## config.mk

```make
export PLATFORM = sky130hd
export DESIGN_NAME = rgb_to_hsl_converter
export DESIGN_NICKNAME = d
export VERILOG_FILES = /design/src/sv/rtoh_pkg.sv /design/src/sv/rgb_to_hsl_converter.sv /design/src/sv/rtoh_div.sv
export VERILOG_INCLUDE_DIRS = /design/src /design/src/sv
export SDC_FILE = /design/constraint.sdc
export NUM_CORES = 1
export LEC_CHECK = 0
export ABC_AREA = 0
export BUFFER_PORTS_ARGS = -buffer_cell sky130_fd_sc_hd__buf_2
export CAP_MARGIN = 25
export CORE_UTILIZATION = 45
export DETAILED_ROUTE_END_ITERATION = 8
export GPL_ROUTABILITY_DRIVEN = 0
export SLEW_MARGIN = 20
export SYNTH_ARGS = -nofsm -noshare
export SYNTH_HDL_FRONTEND = slang
export SYNTH_SLANG_ARGS = --single-unit
```

## constraint.sdc

```tcl
create_clock -name clk -period 8.66 [get_ports clk]
set_input_delay 1.732 -clock clk [delete_from_list [all_inputs] [get_ports clk]]
set_output_delay 1.732 -clock clk [all_outputs]
set_load 0.02 [all_outputs]
```

## src/sv/rgb_to_hsl_converter_assert.svh

```systemverilog
// ----------------------------------------------------------------------------
// RGB to HSL converter assertion macros
// Property wrappers used by the converter's concurrent checks.
// ----------------------------------------------------------------------------
`ifndef RGB_TO_HSL_CONVERTER_ASSERT_SVH
`define RGB_TO_HSL_CONVERTER_ASSERT_SVH

// Same-cycle implication, switched off while reset is asserted.
`define RTOH_ASSERT_NOW(label, ck, rst_n, ante, cons, msg) \
	label: assert property (@(posedge ck) disable iff (!(rst_n)) (ante) |-> (cons)) \
		else $error(msg);

// Next-cycle implication, switched off while reset is asserted.
`define RTOH_ASSERT_NEXT(label, ck, rst_n, ante, cons, msg) \
	label: assert property (@(posedge ck) disable iff (!(rst_n)) (ante) |=> (cons)) \
		else $error(msg);

`endif

```

## src/sv/rtoh_pkg.sv

```systemverilog
// ----------------------------------------------------------------------------
// RGB to HSL converter package
// Widths, codes, shared types and the restoring divider step.
// ----------------------------------------------------------------------------
`default_nettype none

package rtoh_pkg;

	localparam int HUE_FRAC_BITS = 8;
	localparam int HUE_STEPS     = 1 << HUE_FRAC_BITS;

	// Quotient width covers both the hue fraction (up to HUE_STEPS) and saturation.
	localparam int DIV_QW    = (HUE_FRAC_BITS + 1 > 8) ? HUE_FRAC_BITS + 1 : 8;
	localparam int DIV_XW    = 8 + DIV_QW;
	localparam int HUE_W     = (HUE_FRAC_BITS + 4 > 11) ? HUE_FRAC_BITS + 4 : 11;
	localparam int DIV_LANES = 2;

	localparam int LANE_HUE = 0;
	localparam int LANE_SAT = 1;

	localparam logic [1:0] SEC_RED   = 2'd0;
	localparam logic [1:0] SEC_GREEN = 2'd1;
	localparam logic [1:0] SEC_BLUE  = 2'd2;

	localparam logic [8:0] FULL_SCALE = 9'd255;
	localparam logic [8:0] SUM_MAX    = 9'd510;

	localparam logic [HUE_W-1:0] BASE_GREEN = HUE_W'(2 * HUE_STEPS);
	localparam logic [HUE_W-1:0] BASE_BLUE  = HUE_W'(4 * HUE_STEPS);
	localparam logic [HUE_W-1:0] BASE_WRAP  = HUE_W'(6 * HUE_STEPS);

	typedef struct packed {
		logic [DIV_XW-1:0] x;
		logic [7:0]        d;
	} div_lane_t;

	typedef struct packed {
		logic [7:0]        rem;
		logic [DIV_QW-1:0] xq;
	} div_state_t;

	typedef struct packed {
		logic             grey;
		logic             neg;
		logic [HUE_W-1:0] base;
		logic [8:0]       sum;
	} side_t;

	function automatic div_state_t div_step(input div_state_t cur, input logic [7:0] d);
		logic [8:0] t;
		div_state_t nxt;
		t = {cur.rem, cur.xq[DIV_QW-1]};
		if (t >= {1'b0, d}) begin
			nxt.rem = 8'(t - {1'b0, d});
			nxt.xq  = {cur.xq[DIV_QW-2:0], 1'b1};
		end else begin
			nxt.rem = t[7:0];
			nxt.xq  = {cur.xq[DIV_QW-2:0], 1'b0};
		end
		return nxt;
	endfunction

endpackage

`default_nettype wire

```

## src/sv/rgb_to_hsl_converter.sv

```systemverilog
// ----------------------------------------------------------------------------
// RGB to HSL converter
// Converts one 8-bit RGB pixel per clock, unless the output stalls, into fixed-point
// hue, saturation and lightness sum.
//
//   channel  direction  handshake                    payload
//   pixel    in         pixel_valid / pixel_ready    red, green, blue
//   result   out        result_valid / result_ready  hue, saturation, lightness_sum
//
// One pixel is taken in every cycle unless the output stalls. Each pixel passes
// through stage 1, stage 2, the divider stages and the final stage register
// before its result is presented, and it transfers when result_ready is high.
// The latency is set by the divider pipeline, which resolves one quotient bit
// per stage for hue and saturation side by side.
// Reset clears all stage valid bits; no result is presented until a pixel arrives.
// A stall at the output holds only the stages behind it that are occupied.
// ----------------------------------------------------------------------------
`default_nettype none

`include "rgb_to_hsl_converter_assert.svh"

module rgb_to_hsl_converter import rtoh_pkg::*; (
	input  wire logic        clk,
	input  wire logic        arst_n,
	input  wire logic        pixel_valid,
	output logic             pixel_ready,
	input  wire logic [7:0]  red,
	input  wire logic [7:0]  green,
	input  wire logic [7:0]  blue,
	output logic             result_valid,
	input  wire logic        result_ready,
	output logic [10:0]      hue,
	output logic [7:0]       saturation,
	output logic [8:0]       lightness_sum
);

	logic                               vld_s1, vld_s2, vld_s3;
	logic                               rdy_s1, rdy_s2, rdy_s3;
	logic [1:0]                         sec_s1;
	logic [7:0]                         chroma_s1;
	logic [8:0]                         sum_s1;
	logic signed [8:0]                  num_s1;
	div_lane_t [DIV_LANES-1:0]          lane_s2;
	side_t                              side_s2;
	logic [10:0]                        hue_s3;
	logic [7:0]                         sat_s3;
	logic [8:0]                         sum_s3;

	logic                               div_in_ready, div_out_valid;
	logic [DIV_LANES-1:0][DIV_QW-1:0]   div_q;
	side_t                              div_side;

	logic [1:0]                         sec_c;
	logic [7:0]                         mx_c, mn_c;
	logic signed [8:0]                  num_c;
	logic                               neg_c;
	logic [7:0]                         mag_c;
	logic [8:0]                         den_c;
	logic [HUE_W-1:0]                   base_c;
	logic [HUE_W-1:0]                   hue_full_c;
	div_lane_t [DIV_LANES-1:0]          lane_c;

	assign rdy_s3      = !vld_s3 || result_ready;
	assign rdy_s2      = !vld_s2 || div_in_ready;
	assign rdy_s1      = !vld_s1 || rdy_s2;
	assign pixel_ready = rdy_s1;

	// Stage 1: maximum, minimum and the signed difference of the other two channels.
	always_comb begin
		if (red >= green && red >= blue) begin
			sec_c = SEC_RED;
			mx_c  = red;
			mn_c  = (green < blue) ? green : blue;
			num_c = $signed({1'b0, green}) - $signed({1'b0, blue});
		end else if (green >= blue) begin
			sec_c = SEC_GREEN;
			mx_c  = green;
			mn_c  = (red < blue) ? red : blue;
			num_c = $signed({1'b0, blue}) - $signed({1'b0, red});
		end else begin
			sec_c = SEC_BLUE;
			mx_c  = blue;
			mn_c  = (red < green) ? red : green;
			num_c = $signed({1'b0, red}) - $signed({1'b0, green});
		end
	end

	always_ff @(posedge clk or negedge arst_n) begin
		if (!arst_n) begin
			vld_s1 <= 1'b0;
		end else if (rdy_s1) begin
			vld_s1 <= pixel_valid;
		end
	end

	always_ff @(posedge clk) begin
		if (rdy_s1) begin
			sec_s1    <= sec_c;
			chroma_s1 <= mx_c - mn_c;
			sum_s1    <= {1'b0, mx_c} + {1'b0, mn_c};
			num_s1    <= num_c;
		end
	end

	// Stage 2: dividends, divisors and the hue sector base.
	// A negative difference is divided with rounding up, giving the floor of the negative.
	always_comb begin
		neg_c = num_s1[8];
		mag_c = neg_c ? 8'(-num_s1) : num_s1[7:0];
		den_c = (sum_s1 >= FULL_SCALE) ? (SUM_MAX - sum_s1) : sum_s1;
		case (sec_s1)
			SEC_RED:   base_c = neg_c ? BASE_WRAP : '0;
			SEC_GREEN: base_c = BASE_GREEN;
			SEC_BLUE:  base_c = BASE_BLUE;
			default:   base_c = '0;
		endcase
		lane_c[LANE_HUE].x = DIV_XW'({mag_c, {HUE_FRAC_BITS{1'b0}}})
			+ (neg_c ? (DIV_XW'(chroma_s1) - DIV_XW'(1)) : '0);
		lane_c[LANE_HUE].d = chroma_s1;
		lane_c[LANE_SAT].x = DIV_XW'({chroma_s1, 8'd0}) - DIV_XW'(chroma_s1);
		lane_c[LANE_SAT].d = den_c[7:0];
	end

	always_ff @(posedge clk or negedge arst_n) begin
		if (!arst_n) begin
			vld_s2 <= 1'b0;
		end else if (rdy_s2) begin
			vld_s2 <= vld_s1;
		end
	end

	always_ff @(posedge clk) begin
		if (rdy_s2) begin
			lane_s2       <= lane_c;
			side_s2.grey  <= (chroma_s1 == 8'd0);
			side_s2.neg   <= neg_c;
			side_s2.base  <= base_c;
			side_s2.sum   <= sum_s1;
		end
	end

	rtoh_div u_div (
		.clk      (clk),
		.arst_n   (arst_n),
		.up_valid (vld_s2),
		.up_ready (div_in_ready),
		.up_lane  (lane_s2),
		.up_side  (side_s2),
		.dn_valid (div_out_valid),
		.dn_ready (rdy_s3),
		.dn_q     (div_q),
		.dn_side  (div_side)
	);

	// Final stage: combine sector base with the quotient and clear grey pixels.
	assign hue_full_c = div_side.neg
		? (div_side.base - HUE_W'(div_q[LANE_HUE]))
		: (div_side.base + HUE_W'(div_q[LANE_HUE]));

	always_ff @(posedge clk or negedge arst_n) begin
		if (!arst_n) begin
			vld_s3 <= 1'b0;
		end else if (rdy_s3) begin
			vld_s3 <= div_out_valid;
		end
	end

	always_ff @(posedge clk) begin
		if (rdy_s3) begin
			hue_s3 <= div_side.grey ? 11'd0 : hue_full_c[10:0];
			sat_s3 <= div_side.grey ? 8'd0 : div_q[LANE_SAT][7:0];
			sum_s3 <= div_side.sum;
		end
	end

	assign result_valid  = vld_s3;
	assign hue           = hue_s3;
	assign saturation    = sat_s3;
	assign lightness_sum = sum_s3;

	`RTOH_ASSERT_NOW(a_sat_mid_light, clk, arst_n,
		result_valid && saturation != 8'd0,
		lightness_sum != 9'd0 && lightness_sum != SUM_MAX,
		"Saturation is non-zero for a black or white pixel.")

	`RTOH_ASSERT_NOW(a_hue_needs_chroma, clk, arst_n,
		result_valid && hue != 11'd0,
		saturation != 8'd0,
		"Hue is non-zero while saturation is zero.")

	`RTOH_ASSERT_NEXT(a_s2_holds, clk, arst_n,
		vld_s2 && !div_in_ready,
		vld_s2,
		"Stage two dropped a pixel while the divider was stalled.")

endmodule

`default_nettype wire

```

## src/sv/rtoh_div.sv

```systemverilog
// ----------------------------------------------------------------------------
// RGB to HSL converter divider pipeline
// Two-lane restoring divider, one quotient bit per stage, with sideband.
// ----------------------------------------------------------------------------
`default_nettype none

module rtoh_div import rtoh_pkg::*; (
	input  wire logic                           clk,
	input  wire logic                           arst_n,
	input  wire logic                           up_valid,
	output logic                                up_ready,
	input  wire div_lane_t [DIV_LANES-1:0]      up_lane,
	input  wire side_t                          up_side,
	output logic                                dn_valid,
	input  wire logic                           dn_ready,
	output logic [DIV_LANES-1:0][DIV_QW-1:0]    dn_q,
	output side_t                               dn_side
);

	logic [DIV_QW-1:0]                      vld_s;
	logic [DIV_QW:0]                        rdy;
	div_state_t [DIV_LANES-1:0]             st_s  [DIV_QW];
	logic [DIV_LANES-1:0][7:0]              d_s   [DIV_QW];
	side_t                                  side_s[DIV_QW];

	assign rdy[DIV_QW] = dn_ready;
	assign up_ready    = rdy[0];

	for (genvar k = 0; k < DIV_QW; k++) begin : g_stage
		div_state_t [DIV_LANES-1:0] cur;
		logic [DIV_LANES-1:0][7:0]  d_in;
		side_t                      side_in;
		logic                       vld_in;

		assign rdy[k] = !vld_s[k] || rdy[k+1];

		if (k == 0) begin : g_first
			for (genvar l = 0; l < DIV_LANES; l++) begin : g_lane
				assign cur[l].rem = up_lane[l].x[DIV_XW-1:DIV_QW];
				assign cur[l].xq  = up_lane[l].x[DIV_QW-1:0];
				assign d_in[l]    = up_lane[l].d;
			end
			assign side_in = up_side;
			assign vld_in  = up_valid;
		end else begin : g_next
			assign cur     = st_s[k-1];
			assign d_in    = d_s[k-1];
			assign side_in = side_s[k-1];
			assign vld_in  = vld_s[k-1];
		end

		always_ff @(posedge clk or negedge arst_n) begin
			if (!arst_n) begin
				vld_s[k] <= 1'b0;
			end else if (rdy[k]) begin
				vld_s[k] <= vld_in;
			end
		end

		always_ff @(posedge clk) begin
			if (rdy[k]) begin
				for (int l = 0; l < DIV_LANES; l++) begin
					st_s[k][l] <= div_step(cur[l], d_in[l]);
				end
				d_s[k]    <= d_in;
				side_s[k] <= side_in;
			end
		end
	end

	assign dn_valid = vld_s[DIV_QW-1];
	assign dn_side  = side_s[DIV_QW-1];

	always_comb begin
		for (int l = 0; l < DIV_LANES; l++) begin
			dn_q[l] = st_s[DIV_QW-1][l].xq;
		end
	end

endmodule

`default_nettype wire
```

Word level (Yosys, flattened, before mapping). Memory sizes are Yosys's and may differ from the RTL's. Index checks and enable logic that the tools add are counted.

Multiplexer cells: 70. Equality and inequality tests: 2. Reductions and logical operators: 27. $add $sub $neg: 30. Order comparisons: 25.

Operators by type and width (number): two-way mux 17 bit (37); >= comparator 9 x 8 -> 1 bit (18); subtractor 8 bit (19); two-way mux 8 bit (9); case mux 11 bit (3 select lines) (1); subtractor 8 x 8 -> 9 bit (3); >= comparator 8 bit (3); less-than comparator 8 bit (3); two-way mux 11 bit (2); two-way mux 1 bit (18); two-way mux 9 bit (2); adder 16 x 17 -> 17 bit (1); subtractor 16 x 8 -> 17 bit (1); zero test 1 bit (12); logical OR 1 bit (12); adder 11 x 9 -> 11 bit (1); subtractor 11 x 9 -> 11 bit (1); adder 8 x 8 -> 9 bit (1); >= comparator 9 x 8 -> 1 bit (second input constant) (1); subtractor 8 x 1 -> 9 bit (second input constant) (1); zero test 8 bit (1); negator 8 bit (1); subtractor 8 bit (first input constant) (1); == test 2 x 1 -> 1 bit (second input constant) (1); other kinds (4) (4).

Memories kept: 3. Register bits: 141. RAM bits: 657. Input bits: 28. Output and inout bits: 30.

Memories: u_div.st_s (words 9, bits a word 34, rd ports 9, clocked after Yosys merged registers in 0, write ports 9, line rtoh_div.sv:22) `div_state_t [DIV_LANES-1:0] st_s [DIV_QW];`; u_div.side_s (words 9, bits a word 23, rd ports 9, clocked after Yosys merged registers in 0, write ports 9, line rtoh_div.sv:24) `side_t side_s[DIV_QW];`; u_div.d_s (words 9, bits a word 16, rd ports 8, clocked after Yosys merged registers in 0, write ports 9, line rtoh_div.sv:23) `logic [DIV_LANES-1:0][7:0] d_s [DIV_QW];`.

Longest topological paths before layout.
Depth after elaboration: 13. Gate-level depth with buffers: 20. Depth with buffers taken out: 18.

Cells and area by module. From an unflattened synthesis, not the netlist that was laid out.

Cells, all modules: 2499. Area total of the unflattened synthesis: 35094.9 µm².

Modules (own cells, without submodules): rtoh_div (area each 27542.7 µm², sequential area each 18993.2 µm², times used 1, cells each 1766); rgb_to_hsl_converter (area each 7552.2 µm², sequential area each 3528.4 µm², times used 1, cells each 733).

Least setup slack after synthesis. OpenSTA, ideal clock, no wires.

Kind: input to output. From: input port result_ready. To: output port pixel_ready. Data arrival time: 5993 ps. Stages: 8. Path slack: 935 ps. Required time: 6928 ps. Path through: nand2b_1 -> nor2_1 -> inv_1 -> nor2_1 -> and2_1 -> inv_1 -> nor2_1 -> nand3_1.

Cells in the longest elaborated chain, start to end: 12.

Ends and longest elaborated chain: from (decl) (line rgb_to_hsl_converter.sv:31) `input wire logic result_ready,`; logical OR 1 bit (line rgb_to_hsl_converter.sv:63) `assign rdy_s3 = !vld_s3 || result_ready;`; logical OR 1 bit (line rtoh_div.sv:35) `assign rdy[k] = !vld_s[k] || rdy[k+1];`; via u_div.rdy[8] (line rtoh_div.sv:21) `logic [DIV_QW:0] rdy;`; logical OR 1 bit (4 in series) (line rtoh_div.sv:35); via u_div.rdy[4] (line rtoh_div.sv:21); logical OR 1 bit (4 in series) (line rtoh_div.sv:35); logical OR 1 bit (line rgb_to_hsl_converter.sv:64) `assign rdy_s2 = !vld_s2 || div_in_ready;`; logical OR 1 bit (line rgb_to_hsl_converter.sv:65) `assign rdy_s1 = !vld_s1 || rdy_s2;`; to (decl) (line rgb_to_hsl_converter.sv:26) `output logic pixel_ready,`.

The timed path passes the listed nets, and every way through them passes these cells.

Worst setup path in the final report.
From: input port result_ready. To: output port pixel_ready.

Cells in the longest elaborated chain, start to end: 12.

Ends and longest elaborated chain: logical OR 1 bit (line rgb_to_hsl_converter.sv:63); via rdy_s3 (line rgb_to_hsl_converter.sv:38) `logic rdy_s1, rdy_s2, rdy_s3;`; logical OR 1 bit (line rtoh_div.sv:35); via u_div.rdy[8] (line rtoh_div.sv:21); logical OR 1 bit (4 in series) (line rtoh_div.sv:35); via u_div.rdy[4] (line rtoh_div.sv:21); logical OR 1 bit (4 in series) (line rtoh_div.sv:35); logical OR 1 bit (line rgb_to_hsl_converter.sv:64); logical OR 1 bit (line rgb_to_hsl_converter.sv:65).

The timed path passes the listed nets, and every way through them passes these cells.

==> reports/metrics.cfg <==
[synth]
syn_area_per_cell_um2=13.4
seq_area_frac_synth=0.628
async_flop_share=0.0191
synthTopCellsByArea=edfxtp_1 (62%), ha_1 (8.1%), inv_1 (3.0%)
synth_edf_count=617
synth_nets=2485
synth.distinct_cells=61
syn_area_mm2=0.0300
synth-seq-cells=629
synth_warnings=0
synth_top_area_frac=0.618
syn_inst=2240
synth_flop_cell=edfxtp_1
yosysTopAreaCell=edfxtp_1

[grt]
grt-ovfl-total=0
grt_use_met2=0.274
grt_use_met1=0.180
antenna_found_initial=1
grt_pass1_vias=17408
grt_usage=0.153
grt_max_degree=62
use_met3=0.0279
grt.busiest_layer=met2
grt_pass1_wl_um=83500

[place]
portBuffers=57
hpwl_um=36800
preCtsSetupSlack_ps=2560
postPlaceCellArea_mm2=0.0314

[finish]
fillers=5552
drive_gt1_frac=0.126
stdcell_area_mm2=0.0337
area_growth_syn_to_layout_pct=12.3
seqCellArea_mm2=0.0188
antenna_cells=0
post-route-util=0.511
nets=2601
multi_input_area_mm2=0.0102

[timing]
period_minus_slack_ps=6080
fmax_mhz=164
relSlewSlack=0.346
rsz0062_at_grt=false
fin_tns_setup_ps=0
clock_skew_ps=32.3
drv_slew=0
setup_slack_ps=2580
holdWs_ps=396
hold_violations=0
finalSetupViolations=0
post-route-period-util=0.702
worst_slew_pin_slew_ps=981

[clock_tree]
h-tree-depth=3
cts_buffer_depth=3
cts-root-buf=clkbuf_16
cts_tree=built
hold_buffers=0
clk_pin_slew_ps=60
post_cts_resized=0
cts_setup_buffers=0
clk_latency_ps=620
cts_sinks=629
cts_buffers=68

[critical_path]
cp_data_required_time_ps=6930
slowest_delay_ps=300
critPathTopFamily=simple AND/OR/NAND/NOR gates
critPathArrivalTime_ps=4350
critPathKind=in -> out
cp-end-kind=output pin
timing.rr.end=lane_s2[24]
worst-path-buf-inv=7
crit_chain=buf_2 > nand2b_1 > buf_4 > nor2_1 > inv_1 > buf_4 > nor2_1 > and2_1 > inv_2 > nor2_1 > nand3_1 > buf_4 > buf_2
crit_slowest_cell=and2_1
reg2reg_from=chroma_s1[0]
r2r_cells=17
start_kind=input pin
worst-r2r-setup-slack_ps=4340
cp_max_fo=32

[worst_hold_path]
worstHoldStart=u_div.side_s[0][24]
holdPathStages=0
hold_end=u_div.side_s[0][47]
min_path_type=reg -> reg

[job]
drv_cap=0

[drt]
drtIter0Drc=924
ant_nets=0
wire_per_inst_um=15.2
dr_total_vias=16713
drt-vias-per-instance=5.11
wl_um=49700
firstDrtPassIters=6
drc=0

[power_and_ir_drop]
ir_drop_mv=0.186
powerDensity_mw_per_mm2=444
power_leakage_nw=13.4

[outcome]
status=completed

[floorplanning]
num_rows=94
io_pins=58
die_area_mm2=0.0677
die_x_um=260
coreArea_mm2=0.0659
die_h_um=260
initial_utilization=0.455

==> flip-flops by register name, indices dropped and copies added (netlist names) <==
| signal | count |
|---|---|
| lane_s2 | 48 |
| u_div.g_stage.vld_in | 8 |
| sum_s1 | 8 |
| lightness_sum | 9 |
| num_s1 | 9 |
| u_div.dn_valid | 1 |
| hue | 11 |
| u_div.side_s | 109 |
| vld_s2 | 1 |
| saturation | 8 |
| u_div.st_s | 274 |
| result_valid | 1 |
| u_div.d_s | 119 |
| vld_s1 | 1 |
| side_s2 | 12 |
| sec_s1 | 2 |
| chroma_s1 | 8 |
==> cell usage after synthesis, drive strengths merged (8+ instances only) <==
library cell and instances:
edfxtp 617, inv 243, ha 195, nor2 188, o21ai 133, a21oi 85
xnor2 84, nand2 78, mux2 73, nand2b 58, mux2i 53, nor2b 46
a21boi 36, nand4 35, o21a 32, nor3 31, xor2 25, fa 22
a211oi 20, o31ai 17, clkbuf 15, o211ai 15, nand3 13, a31oi 12
buf 12, dfrtp 12, or2 12, a21o 10, or3 10, o22ai 8
==> cell type report <==
class | count | area share
sequential | 629 | 0.559
multi-input combinational | 1341 | 0.302
clock buffer | 81 | 0.0529
tap | 864 | 0.0321
inverter | 243 | 0.0271
clock inverter | 39 | 0.0154
timing repair buffer | 73 | 0.0120
==> metal layers <==
layer	part of all wire	vias to the layer above
li1	-	8366
met1	0.43	8007
met2	0.51	248
met3	0.036	90
met4	0.025	2
met5	0.00026	-
==> per-stage QoR <==
stage	power [W]	cells
after detailed placement	0.0122	3150
after floorplan	0.0107	2240
after global routing	0.0161	3270
after global placement	0.0119	3150
final	0.0150	3270
after CTS	0.0152	3270
==> power by group <==
group | switching, W | total, W | internal, W
sequential | 0.000729 | 0.00626 | 0.00553
clock | 0.00117 | 0.00290 | 0.00173
combinational | 0.00306 | 0.00580 | 0.00274
total | 0.00495 | 0.0150 | 0.0100
==> worst max path at each step <==
stage | startpoint | endpoint | slack [ps] | depth (start not counted)
final | result_ready | pixel_ready | 2580 | 13
after global routing | result_ready | pixel_ready | 2270 | 13
after CTS | result_ready | pixel_ready | 2550 | 13
after detailed placement | result_ready | pixel_ready | 2560 | 13
after global placement | result_ready | pixel_ready | 2610 | 13
after floorplan | result_ready | pixel_ready | 940 | 8
==> placed cells by master, fill, tap and decap left out, types with 9 or more instances in the layout <==
| master | synthesis | final |
|---|---|---|
| edfxtp_1 | 617 | 617 |
| inv_1 | 243 | 240 |
| ha_1 | 195 | 195 |
| nor2_1 | 188 | 188 |
| o21ai_0 | 132 | 132 |
| xnor2_1 | 84 | 84 |
| a21oi_1 | 76 | 76 |
| nand2_1 | 78 | 75 |
| mux2_2 | 72 | 72 |
| clkbuf_16 | 0 | 68 |
| nand2b_1 | 58 | 58 |
| buf_2 | 10 | 57 |
| mux2i_1 | 53 | 53 |
| nor2b_1 | 46 | 46 |
| a21boi_0 | 36 | 36 |
| nand4_1 | 35 | 35 |
| o21a_1 | 32 | 32 |
| nor3_1 | 30 | 30 |
| xor2_1 | 25 | 25 |
| fa_1 | 22 | 22 |
| a211oi_1 | 20 | 20 |
| buf_4 | 0 | 16 |
| o211ai_1 | 15 | 15 |
| o31ai_1 | 16 | 15 |
| a31oi_1 | 12 | 12 |
| dfrtp_1 | 12 | 12 |
| nand3_1 | 13 | 11 |
| or2_2 | 11 | 11 |
| clkinv_2 | 0 | 11 |
| clkbuf_1 | 15 | 10 |
| a21o_1 | 9 | 9 |
| or3_1 | 9 | 9 |
| a21oi_2 | 9 | 9 |
| clkinv_1 | 0 | 9 |
==> cells by family after synthesis <==
| logic type | share of synthesized area |
|---|---|
| other cells | 0.000125 |
| mux | 0.0452 |
| flops | 0.628 |
| fa+ha+maj | 0.0960 |
| xor+xnor | 0.0318 |
| simple gates | 0.0794 |
| compound gates | 0.0852 |
| buf+inv | 0.0345 |
Note: power is estimated with default switching activity, not from simulation.
